### config.mk
export PLATFORM = sky130hd
export DESIGN_NAME = ps2_mouse_host_sequencer_unit_flat
export DESIGN_NICKNAME = d
export VERILOG_FILES = /design/src/rtl/pmhs_pkg.sv /design/src/rtl/pmhs_if.sv /design/src/rtl/pmhs_step.sv /design/src/rtl/ps2_mouse_host_sequencer_unit.sv /design/src/flat_wrapper.sv
export SDC_FILE = /design/constraint.sdc
export NUM_CORES = 1
export LEC_CHECK = 0
export BUFFER_PORTS_ARGS = -buffer_cell sky130_fd_sc_hd__buf_2
export CORE_MARGIN = 2
export CORE_UTILIZATION = 55
export CTS_BUF_LIST = sky130_fd_sc_hd__clkbuf_8
export DETAILED_ROUTE_END_ITERATION = 16
export PLACE_DENSITY = 0.81
export SKIP_CTS_REPAIR_TIMING = 1
export SYNTH_ARGS = -nofsm -noshare
export SYNTH_HDL_FRONTEND = slang
export SYNTH_SLANG_ARGS = --single-unit
### constraint.sdc
create_clock -name clk -period 7.6 [get_ports clk]
set_input_delay 0.76 -clock clk [delete_from_list [all_inputs] [get_ports clk]]
set_output_delay 0.76 -clock clk [all_outputs]
set_load 0.01 [all_outputs]
### src/rtl/pmhs_pkg.sv
// Package: codes, result type and command script ROM for the PS/2 mouse host sequencer.
`timescale 1ns / 1ps
package pmhs_pkg;

  typedef enum logic [2:0] {
    OP_INIT    = 3'd0,
    OP_OPEN    = 3'd1,
    OP_CLOSE   = 3'd2,
    OP_RX      = 3'd3,
    OP_TX_DONE = 3'd4,
    OP_TIMEOUT = 3'd5
  } op_t;

  typedef enum logic [1:0] {
    KIND_TX   = 2'd0,
    KIND_DONE = 2'd1,
    KIND_MOVE = 2'd2
  } kind_t;

  typedef enum logic [1:0] {
    PROTO_CLASSIC = 2'd0,
    PROTO_WHEEL   = 2'd1,
    PROTO_FIVE    = 2'd2
  } proto_t;

  typedef enum logic [2:0] {
    SC_RESET = 3'd0,
    SC_FIVE  = 3'd1,
    SC_WHEEL = 3'd2,
    SC_SETUP = 3'd3,
    SC_OPEN  = 3'd4,
    SC_CLOSE = 3'd5,
    SC_NONE  = 3'd7
  } script_t;

  typedef struct packed {
    kind_t       kind;
    logic [7:0]  tx_byte;
    logic        ok;
    proto_t      protocol;
    logic [4:0]  buttons;
    logic signed [7:0] dx;
    logic signed [7:0] dy;
    logic [7:0]  wheel_byte;
  } res_t;

  // Mouse command and reply bytes
  localparam logic [7:0] CMD_RESET    = 8'hFF;
  localparam logic [7:0] CMD_SET_RATE = 8'hF3;
  localparam logic [7:0] CMD_GET_ID   = 8'hF2;
  localparam logic [7:0] CMD_SCALE11  = 8'hE6;
  localparam logic [7:0] CMD_ENABLE   = 8'hF4;
  localparam logic [7:0] CMD_DISABLE  = 8'hF5;
  localparam logic [7:0] RSP_ACK      = 8'hFA;
  localparam logic [7:0] RSP_BAT_OK   = 8'hAA;
  localparam logic [7:0] ID_MOUSE     = 8'h00;
  localparam logic [7:0] ID_WHEEL     = 8'h03;
  localparam logic [7:0] ID_FIVE      = 8'h04;
  localparam logic [7:0] RATE_200     = 8'hC8;
  localparam logic [7:0] RATE_100     = 8'h64;
  localparam logic [7:0] RATE_80      = 8'h50;
  localparam logic [7:0] RATE_10      = 8'h0A;

  // bit 8 set: send the byte; clear: expect the byte
  localparam logic [8:0] TX_F = 9'h100;

  function automatic logic [8:0] snd(input logic [7:0] b);
    snd = TX_F | {1'b0, b};
  endfunction

  function automatic logic [8:0] exp_b(input logic [7:0] b);
    exp_b = {1'b0, b};
  endfunction

  function automatic logic [4:0] rom_len(input script_t s);
    case (s)
      SC_RESET: rom_len = 5'd6;
      SC_FIVE:  rom_len = 5'd15;
      SC_WHEEL: rom_len = 5'd15;
      SC_SETUP: rom_len = 5'd6;
      SC_OPEN:  rom_len = 5'd2;
      SC_CLOSE: rom_len = 5'd2;
      default:  rom_len = 5'd0;
    endcase
  endfunction

  // Five and wheel probes share the knock except the middle rate and final ID.
  function automatic logic [8:0] probe_entry(input logic [3:0] i, input logic wheel);
    case (i)
      4'd0, 4'd4, 4'd8: probe_entry = snd(CMD_SET_RATE);
      4'd2:             probe_entry = snd(RATE_200);
      4'd6:             probe_entry = wheel ? snd(RATE_100) : snd(RATE_200);
      4'd10:            probe_entry = snd(RATE_80);
      4'd12:            probe_entry = snd(CMD_GET_ID);
      4'd14:            probe_entry = wheel ? exp_b(ID_WHEEL) : exp_b(ID_FIVE);
      4'd15:            probe_entry = 9'd0;
      default:          probe_entry = exp_b(RSP_ACK);
    endcase
  endfunction

  function automatic logic [8:0] rom_entry(input script_t s, input logic [3:0] i);
    rom_entry = 9'd0;
    case (s)
      SC_RESET: begin
        case (i)
          4'd0:    rom_entry = snd(CMD_RESET);
          4'd1:    rom_entry = exp_b(RSP_ACK);
          4'd2:    rom_entry = exp_b(RSP_BAT_OK);
          4'd3:    rom_entry = exp_b(ID_MOUSE);
          4'd4:    rom_entry = snd(CMD_SET_RATE);
          4'd5:    rom_entry = exp_b(RSP_ACK);
          default: rom_entry = 9'd0;
        endcase
      end
      SC_FIVE:  rom_entry = probe_entry(i, 1'b0);
      SC_WHEEL: rom_entry = probe_entry(i, 1'b1);
      SC_SETUP: begin
        case (i)
          4'd0:    rom_entry = snd(CMD_SCALE11);
          4'd2:    rom_entry = snd(CMD_SET_RATE);
          4'd4:    rom_entry = snd(RATE_10);
          4'd1, 4'd3, 4'd5: rom_entry = exp_b(RSP_ACK);
          default: rom_entry = 9'd0;
        endcase
      end
      SC_OPEN: begin
        case (i)
          4'd0:    rom_entry = snd(CMD_ENABLE);
          4'd1:    rom_entry = exp_b(RSP_ACK);
          default: rom_entry = 9'd0;
        endcase
      end
      SC_CLOSE: begin
        case (i)
          4'd0:    rom_entry = snd(CMD_DISABLE);
          4'd1:    rom_entry = exp_b(RSP_ACK);
          default: rom_entry = 9'd0;
        endcase
      end
      default: rom_entry = 9'd0;
    endcase
  endfunction

endpackage

### src/rtl/pmhs_if.sv
// Interfaces: input event channel and result channel, valid/ready handshake.
`timescale 1ns / 1ps
interface pmhs_in_if;
  logic       valid;
  logic       ready;
  logic [2:0] op;
  logic [7:0] rx_byte;
  logic       send_failed;

  modport source (output valid, op, rx_byte, send_failed, input ready);
  modport sink   (input valid, op, rx_byte, send_failed, output ready);
endinterface

interface pmhs_out_if;
  logic              valid;
  logic              ready;
  logic [1:0]        kind;
  logic [7:0]        tx_byte;
  logic              ok;
  logic [1:0]        protocol;
  logic [4:0]        buttons;
  logic signed [7:0] dx;
  logic signed [7:0] dy;
  logic [7:0]        wheel_byte;

  modport source (output valid, kind, tx_byte, ok, protocol, buttons, dx, dy, wheel_byte,
                  input ready);
  modport sink   (input valid, kind, tx_byte, ok, protocol, buttons, dx, dy, wheel_byte,
                  output ready);
endinterface

### src/rtl/pmhs_step.sv
// Sequencer state and combinational step logic: script runner and packet assembler.
`timescale 1ns / 1ps
module pmhs_step (
  input  logic             clk,
  input  logic             rst_n,
  input  logic             fire,
  input  logic [2:0]       op,
  input  logic [7:0]       rx_byte,
  input  logic             send_failed,
  output logic             res_valid,
  output pmhs_pkg::res_t   res
);
  import pmhs_pkg::*;

  script_t    script_r, script_nxt;
  logic [3:0] step_r, step_nxt;
  logic [7:0] pkt_r   [4];
  logic [7:0] pkt_nxt [4];
  logic [1:0] cnt_r, cnt_nxt;
  logic       four_r, four_nxt;
  logic       five_r, five_nxt;

  logic       running;
  logic [8:0] ent, ent_n, ent_s;
  logic [4:0] adv_n;
  logic [2:0] cnt_inc;
  logic       adv, end_scr, good, start, fin, fin_ok;
  logic       emit_tx, emit_move;
  logic [7:0] tx_val;
  script_t    start_s;

  assign running = (script_r != SC_NONE);

  always_comb begin
    script_nxt = script_r;
    step_nxt   = step_r;
    pkt_nxt    = pkt_r;
    cnt_nxt    = cnt_r;
    four_nxt   = four_r;
    five_nxt   = five_r;
    adv        = 1'b0;
    end_scr    = 1'b0;
    good       = 1'b0;
    start      = 1'b0;
    start_s    = SC_NONE;
    fin        = 1'b0;
    fin_ok     = 1'b0;
    emit_tx    = 1'b0;
    emit_move  = 1'b0;
    tx_val     = 8'd0;
    adv_n      = {1'b0, step_r} + 5'd1;
    ent        = rom_entry(script_r, step_r);
    ent_n      = rom_entry(script_r, adv_n[3:0]);
    cnt_inc    = {1'b0, cnt_r} + 3'd1;
    res        = '0;

    if (running) begin
      if ({1'b0, step_r} >= rom_len(script_r)) begin
        end_scr = 1'b1;
      end else begin
        case (op)
          OP_RX: begin
            if (!ent[8]) begin
              if (rx_byte == ent[7:0]) adv = 1'b1;
              else end_scr = 1'b1;
            end
          end
          OP_TX_DONE: begin
            if (ent[8]) begin
              if (send_failed) end_scr = 1'b1;
              else adv = 1'b1;
            end
          end
          OP_TIMEOUT: end_scr = 1'b1;
          default: ;
        endcase
      end

      if (adv) begin
        if (adv_n >= rom_len(script_r)) begin
          end_scr = 1'b1;
          good    = 1'b1;
        end else begin
          step_nxt = adv_n[3:0];
          if (ent_n[8]) begin
            emit_tx = 1'b1;
            tx_val  = ent_n[7:0];
          end
        end
      end

      if (end_scr) begin
        case (script_r)
          SC_RESET: begin
            if (good) begin
              start   = 1'b1;
              start_s = SC_FIVE;
            end else begin
              fin = 1'b1;
            end
          end
          SC_FIVE: begin
            five_nxt = good;
            start    = 1'b1;
            if (good) begin
              four_nxt = 1'b1;
              start_s  = SC_SETUP;
            end else begin
              start_s  = SC_WHEEL;
            end
          end
          SC_WHEEL: begin
            four_nxt = good;
            start    = 1'b1;
            start_s  = SC_SETUP;
          end
          SC_SETUP: begin
            fin    = 1'b1;
            fin_ok = 1'b1;
          end
          SC_OPEN: begin
            cnt_nxt = 2'd0;
            fin     = 1'b1;
            fin_ok  = good;
          end
          default: begin
            fin    = 1'b1;
            fin_ok = good;
          end
        endcase
      end
    end else begin
      case (op)
        OP_INIT: begin
          start   = 1'b1;
          start_s = SC_RESET;
        end
        OP_OPEN: begin
          start   = 1'b1;
          start_s = SC_OPEN;
        end
        OP_CLOSE: begin
          start   = 1'b1;
          start_s = SC_CLOSE;
        end
        OP_RX: begin
          pkt_nxt[cnt_r] = rx_byte;
          if (cnt_inc < (four_r ? 3'd4 : 3'd3)) begin
            cnt_nxt = cnt_inc[1:0];
          end else begin
            cnt_nxt   = 2'd0;
            emit_move = 1'b1;
          end
        end
        default: ;
      endcase
    end

    ent_s = rom_entry(start_s, 4'd0);
    if (start) begin
      script_nxt = start_s;
      step_nxt   = 4'd0;
      emit_tx    = 1'b1;
      tx_val     = ent_s[7:0];
    end
    if (fin) begin
      script_nxt = SC_NONE;
      step_nxt   = 4'd0;
    end

    if (five_nxt)      res.protocol = PROTO_FIVE;
    else if (four_nxt) res.protocol = PROTO_WHEEL;
    else               res.protocol = PROTO_CLASSIC;

    if (emit_tx) begin
      res.kind    = KIND_TX;
      res.tx_byte = tx_val;
    end else if (fin) begin
      res.kind = KIND_DONE;
      res.ok   = fin_ok;
    end else if (emit_move) begin
      res.kind       = KIND_MOVE;
      res.buttons    = {five_r ? pkt_nxt[3][4:3] : 2'b00, pkt_nxt[0][2:0]};
      res.dx         = {pkt_nxt[0][4], pkt_nxt[1][7:1]};
      res.dy         = {pkt_nxt[0][5], pkt_nxt[2][7:1]};
      res.wheel_byte = four_r ? {pkt_nxt[3][2:0], 5'd0} : 8'd0;
    end
  end

  assign res_valid = emit_tx | fin | emit_move;

  always_ff @(posedge clk) begin
    if (!rst_n) begin
      script_r <= SC_NONE;
      step_r   <= 4'd0;
      cnt_r    <= 2'd0;
      four_r   <= 1'b1;
      five_r   <= 1'b0;
      for (int i = 0; i < 4; i++) pkt_r[i] <= 8'd0;
    end else if (fire) begin
      script_r <= script_nxt;
      step_r   <= step_nxt;
      cnt_r    <= cnt_nxt;
      four_r   <= four_nxt;
      five_r   <= five_nxt;
      pkt_r    <= pkt_nxt;
    end
  end

  // Step pointer stays inside the running script, and parks at zero when idle.
  a_step_in_range: assert property (@(posedge clk) disable iff (!rst_n)
    running |-> ({1'b0, step_r} < rom_len(script_r)))
    else $error("script step past end of script");

  a_idle_step_zero: assert property (@(posedge clk) disable iff (!rst_n)
    !running |-> (step_r == 4'd0))
    else $error("step not cleared while idle");

  a_tx_runs: assert property (@(posedge clk) disable iff (!rst_n)
    (fire && res_valid && res.kind == KIND_TX) |=> running)
    else $error("transmit issued with no script running");

  a_done_idles: assert property (@(posedge clk) disable iff (!rst_n)
    (fire && res_valid && res.kind == KIND_DONE) |=> !running)
    else $error("command finished but script still running");

  a_five_implies_four: assert property (@(posedge clk) disable iff (!rst_n)
    five_r |-> four_r)
    else $error("five-button mode without four-byte packets");

endmodule

### src/rtl/ps2_mouse_host_sequencer_unit.sv
// Top level: input register, sequencer step, result register.
// A transaction is held in the input register, then its result (if any) in the result register.
// Throughput: one transaction per cycle unless output is full; step logic is combinational.
// Result register frees in the cycle out.ready is high, so input stalls only on a full output.
// Reset (rst_n low, synchronous): no script running, packet count zero,
// four-byte packets on, five-button mode off, both pipeline stages empty.
`timescale 1ns / 1ps
module ps2_mouse_host_sequencer_unit (
  input  logic       clk,
  input  logic       rst_n,
  pmhs_in_if.sink    in_chan,
  pmhs_out_if.source out_chan
);
  import pmhs_pkg::*;

  logic       s1_v_r;
  logic [2:0] s1_op_r;
  logic [7:0] s1_rx_r;
  logic       s1_fail_r;
  logic       out_v_r, out_v_nxt;
  res_t       out_res_r;

  logic       s2_free, s1_adv;
  logic       res_valid;
  res_t       res;

  assign s2_free       = !out_v_r || out_chan.ready;
  assign s1_adv        = s1_v_r && s2_free;
  assign in_chan.ready = !s1_v_r || s2_free;

  pmhs_step u_step (
    .clk         (clk),
    .rst_n       (rst_n),
    .fire        (s1_adv),
    .op          (s1_op_r),
    .rx_byte     (s1_rx_r),
    .send_failed (s1_fail_r),
    .res_valid   (res_valid),
    .res         (res)
  );

  always_comb begin
    if (s1_adv)              out_v_nxt = res_valid;
    else if (out_chan.ready) out_v_nxt = 1'b0;
    else                     out_v_nxt = out_v_r;
  end

  always_ff @(posedge clk) begin
    if (!rst_n) begin
      s1_v_r  <= 1'b0;
      out_v_r <= 1'b0;
    end else begin
      if (in_chan.ready) s1_v_r <= in_chan.valid;
      out_v_r <= out_v_nxt;
    end
  end

  always_ff @(posedge clk) begin
    if (in_chan.valid && in_chan.ready) begin
      s1_op_r   <= in_chan.op;
      s1_rx_r   <= in_chan.rx_byte;
      s1_fail_r <= in_chan.send_failed;
    end
    if (s1_adv && res_valid) out_res_r <= res;
  end

  assign out_chan.valid      = out_v_r;
  assign out_chan.kind       = out_res_r.kind;
  assign out_chan.tx_byte    = out_res_r.tx_byte;
  assign out_chan.ok         = out_res_r.ok;
  assign out_chan.protocol   = out_res_r.protocol;
  assign out_chan.buttons    = out_res_r.buttons;
  assign out_chan.dx         = out_res_r.dx;
  assign out_chan.dy         = out_res_r.dy;
  assign out_chan.wheel_byte = out_res_r.wheel_byte;

endmodule

### src/flat_wrapper.sv
// flat-port wrapper written by rule: the top's interface ports become plain ports
module ps2_mouse_host_sequencer_unit_flat import pmhs_pkg::*;
  (clk, rst_n, in_chan_valid, in_chan_op, in_chan_rx_byte, in_chan_send_failed, in_chan_ready, out_chan_valid, out_chan_kind, out_chan_tx_byte, out_chan_ok, out_chan_protocol, out_chan_buttons, out_chan_dx, out_chan_dy, out_chan_wheel_byte, out_chan_ready);
  pmhs_in_if in_chan_i ();
  pmhs_out_if out_chan_i ();
  input  logic clk;
  input  logic rst_n;
  input wire logic [$bits(in_chan_i.valid)-1:0] in_chan_valid;
  input wire logic [$bits(in_chan_i.op)-1:0] in_chan_op;
  input wire logic [$bits(in_chan_i.rx_byte)-1:0] in_chan_rx_byte;
  input wire logic [$bits(in_chan_i.send_failed)-1:0] in_chan_send_failed;
  output wire logic [$bits(in_chan_i.ready)-1:0] in_chan_ready;
  output wire logic [$bits(out_chan_i.valid)-1:0] out_chan_valid;
  output wire logic [$bits(out_chan_i.kind)-1:0] out_chan_kind;
  output wire logic [$bits(out_chan_i.tx_byte)-1:0] out_chan_tx_byte;
  output wire logic [$bits(out_chan_i.ok)-1:0] out_chan_ok;
  output wire logic [$bits(out_chan_i.protocol)-1:0] out_chan_protocol;
  output wire logic [$bits(out_chan_i.buttons)-1:0] out_chan_buttons;
  output wire logic [$bits(out_chan_i.dx)-1:0] out_chan_dx;
  output wire logic [$bits(out_chan_i.dy)-1:0] out_chan_dy;
  output wire logic [$bits(out_chan_i.wheel_byte)-1:0] out_chan_wheel_byte;
  input wire logic [$bits(out_chan_i.ready)-1:0] out_chan_ready;
  assign in_chan_i.valid = in_chan_valid;
  assign in_chan_i.op = in_chan_op;
  assign in_chan_i.rx_byte = in_chan_rx_byte;
  assign in_chan_i.send_failed = in_chan_send_failed;
  assign in_chan_ready = in_chan_i.ready;
  assign out_chan_valid = out_chan_i.valid;
  assign out_chan_kind = out_chan_i.kind;
  assign out_chan_tx_byte = out_chan_i.tx_byte;
  assign out_chan_ok = out_chan_i.ok;
  assign out_chan_protocol = out_chan_i.protocol;
  assign out_chan_buttons = out_chan_i.buttons;
  assign out_chan_dx = out_chan_i.dx;
  assign out_chan_dy = out_chan_i.dy;
  assign out_chan_wheel_byte = out_chan_i.wheel_byte;
  assign out_chan_i.ready = out_chan_ready;
  ps2_mouse_host_sequencer_unit u_core (.clk(clk), .rst_n(rst_n), .in_chan(in_chan_i), .out_chan(out_chan_i));
endmodule
==> summary.txt <==
Placed design
  – DP Cell Count: 801
  – Final HPWL DP: 10,350 um
  – Post-Place Cell Area: 6127 um^2
  – Setup slack after placement: 2411 ps
  – Port Buffers: 54
  – GP Congestion: 0.9496

Yosys
  – Share of Yosys cell area claimed by the top area cell type: 25.12%
  – Mapped Avg Cell Area: 8.969 um^2
  – Syn Inst Count: 653
  – Post-synthesis sequential area ratio: 42.56%
  – Synthesized cell area: 5857 um^2
  – Synth Warn #: 0
  – Synth area leader: edfxtp_1
  – Synth area leaders: edfxtp_1 25%, dfxtp_1 17%, nand2_1 5.8%, a21oi_1 5.0%, ha_1 4.7%
  – Ys flop type: dfxtp_1
  – Asr flop ratio synth: 0%
  – Distinct cells, synth: 88
  – #FFs+latches synth: 100
  – Post-synth EDFFs: 49

Flow run
  – Number of max-cap violations: 0

Power and ir drop
  – Cell Pwr Density: 175.3 nW/um^2
  – Leakage: 2.264 nW
  – Worst vdd ir: 0.00008639 V

Worst hold path
  – Hold path depth: 2
  – Worst hold path class: reg -> reg

CTS
  – Clock Tree Buf Depth: 2
  – Clock sink count: 100
  – Clock root cell: clkbuf_8
  – Num CTS Buffers: 9
  – Skew-Pair Late Insertion Delay: 390 ps
  – CTS tree: built
  – Clock transition at the registers of the reported paths: 120 ps
  – H-tree Lvls: 3

Drt
  – Vias: 5,107
  – Total wire length: 14,540 um
  – Initial DRC Count: 456
  – Post-route ant nets: 0
  – Drt drc: 0
  – DRT Pass-1 Iters: 5
  – Drt wl/cell: 17.80 um
  – Vias per cell: 6.251

Finish
  – Antenna cells: 0
  – Finished Layout Cells: 817
  – Final nets: 714
  – Layout area overhead: 8.289%
  – Fin area: 6342 um^2
  – Share of layout cells above drive strength 1: 15.27%
  – Commonest non-fill, non-tap cell in the layout: nand2_1
  – Most frequent cells in the layout: 90 x nand2_1, 58 x a21oi_1, 54 x buf_2, 51 x o21ai_0, 51 x dfxtp_1

Timing
  – Setup Skew: 16.45 ps
  – Min Hold Slack: 489.6 ps
  – Slew @ Worst Pin: 1211 ps
  – Tmin final: 5297 ps
  – PnR worst setup slack: 2303 ps
  – Setup Total Neg Slack: 0 ps
  – Fmax: 188.8 MHz
  – Final Hold Viols: 0
  – Slew margin rel.: 19.27%
  – Tcrit/Tclk final: 69.70%
  – Unrepaired setup endpoints after global routing: no
  – Max-slew violations: 0
  – Count of final setup violators: 0

Worst setup path
  – Crit path DAT: 5300 ps
  – Startpoint types: flip-flop
  – Cells on worst reg2reg path: 8
  – Critical path endpoint category: flip-flop
  – Crit Path Class: reg -> reg
  – R2R Setup Slk: 2300 ps
  – Required time worst endpoint: 7600 ps
  – Crit path max fanout: 38
  – Critical Path End: u_core.out_chan.dx[1]
  – R2r startpoint: u_core.u_step.step_r[2]
  – FF-to-FF End: u_core.out_chan.dx[1]
  – Crit path launch: u_core.u_step.step_r[2]

GRT
  – Vias in the first global route: 4,738
  – Gr ovfl total: 0
  – First-pass GRT wire length: 23,650 um
  – Initial antenna violation count: 0
  – Largest net degree at the start of global routing: 40
  – Gr usage total: 26.08%

Floorplan
  – Starting Density: 56.73%
  – Top Ports: 60
  – Die width: 107.2 um
  – Core area: 10,320 um^2
  – DIE AREA: 11,490 um^2
  – Row count: 37
  – Die height: 107.2 um

Outcome
  – Run status: finished, final reports clean
through the flow:
step                power [mW]  util, %
finish                   1.112    61.43
detailed placement      0.7647    59.35
floorplan               0.7219        -
global route             1.151    61.43
CTS                      1.114    61.43
global placement        0.7613    59.35
final cells by class:
class / count / area (um^2)
flip-flops and latches: 100 / 2492
repair buffers: 57 / 292.8
multi-input cells: 490 / 3104
well taps: 136 / 170.2
inverters: 18 / 67.56
fillers: 872 / 3981
clock inverters: 7 / 91.34
clock buffers: 9 / 123.9
metal layers:
layer	routed length [um]	GRT usage, %	share of wire [%]	vias to the layer above
met4	553	12.62	3.8	0
met1	5973	35.07	41	2385
met3	1182	4.255	8.1	46
li1	-	-	-	2415
met2	6829	40.91	47	261
met5	0	0	0	-
where the power goes:
| part | internal, mW | switching, mW |
|---|---|---|
| combinational | 0.0560 | 0.0918 |
| sequential | 0.585 | 0.0223 |
| clock | 0.135 | 0.221 |
critical path, stage by stage (launching register included):
cell	delay (ps)
dfxtp_1	820
nand3_1	170
xor2_1	640
clkinv_1	500
ha_1	320
a31o_2	230
a2111oi_0	690
nand3_1	430
a31oi_4	1080
worst min path at each step:
| stage | to | start |
|---|---|---|
| after floorplan | u_core.u_step.pkt_r[10] | u_core.u_step.pkt_r[10] |
| after global placement | u_core.u_step.pkt_r[9] | u_core.u_step.pkt_r[9] |
| after detailed placement | u_core.u_step.pkt_r[29] | u_core.u_step.pkt_r[29] |
| after CTS | u_core.u_step.pkt_r[29] | u_core.u_step.pkt_r[29] |
| after global routing | u_core.u_step.pkt_r[10] | u_core.u_step.pkt_r[10] |
| final | u_core.u_step.pkt_r[10] | u_core.u_step.pkt_r[10] |
cell usage after synthesis, types with 17 or more instances:
cell type   n
nand2_1    90
a21oi_1    58
dfxtp_1    51
o21ai_0    51
edfxtp_1   49
nand3_1    33
nor2_1     33
clkbuf_1   29
a21boi_0   27
ha_1       22
nor2b_1    18
inv_1      17
logic make-up after synthesis:
group           share of synthesized area, %
compound gates                         24.99
xor+xnor                              0.8974
fa+ha+maj                              4.700
flops                                  42.56
buf+inv                                4.956
other cells                          0.06403
mux                                   0.7050
simple gates                           21.13
Power figures use the tool's default switching activity.
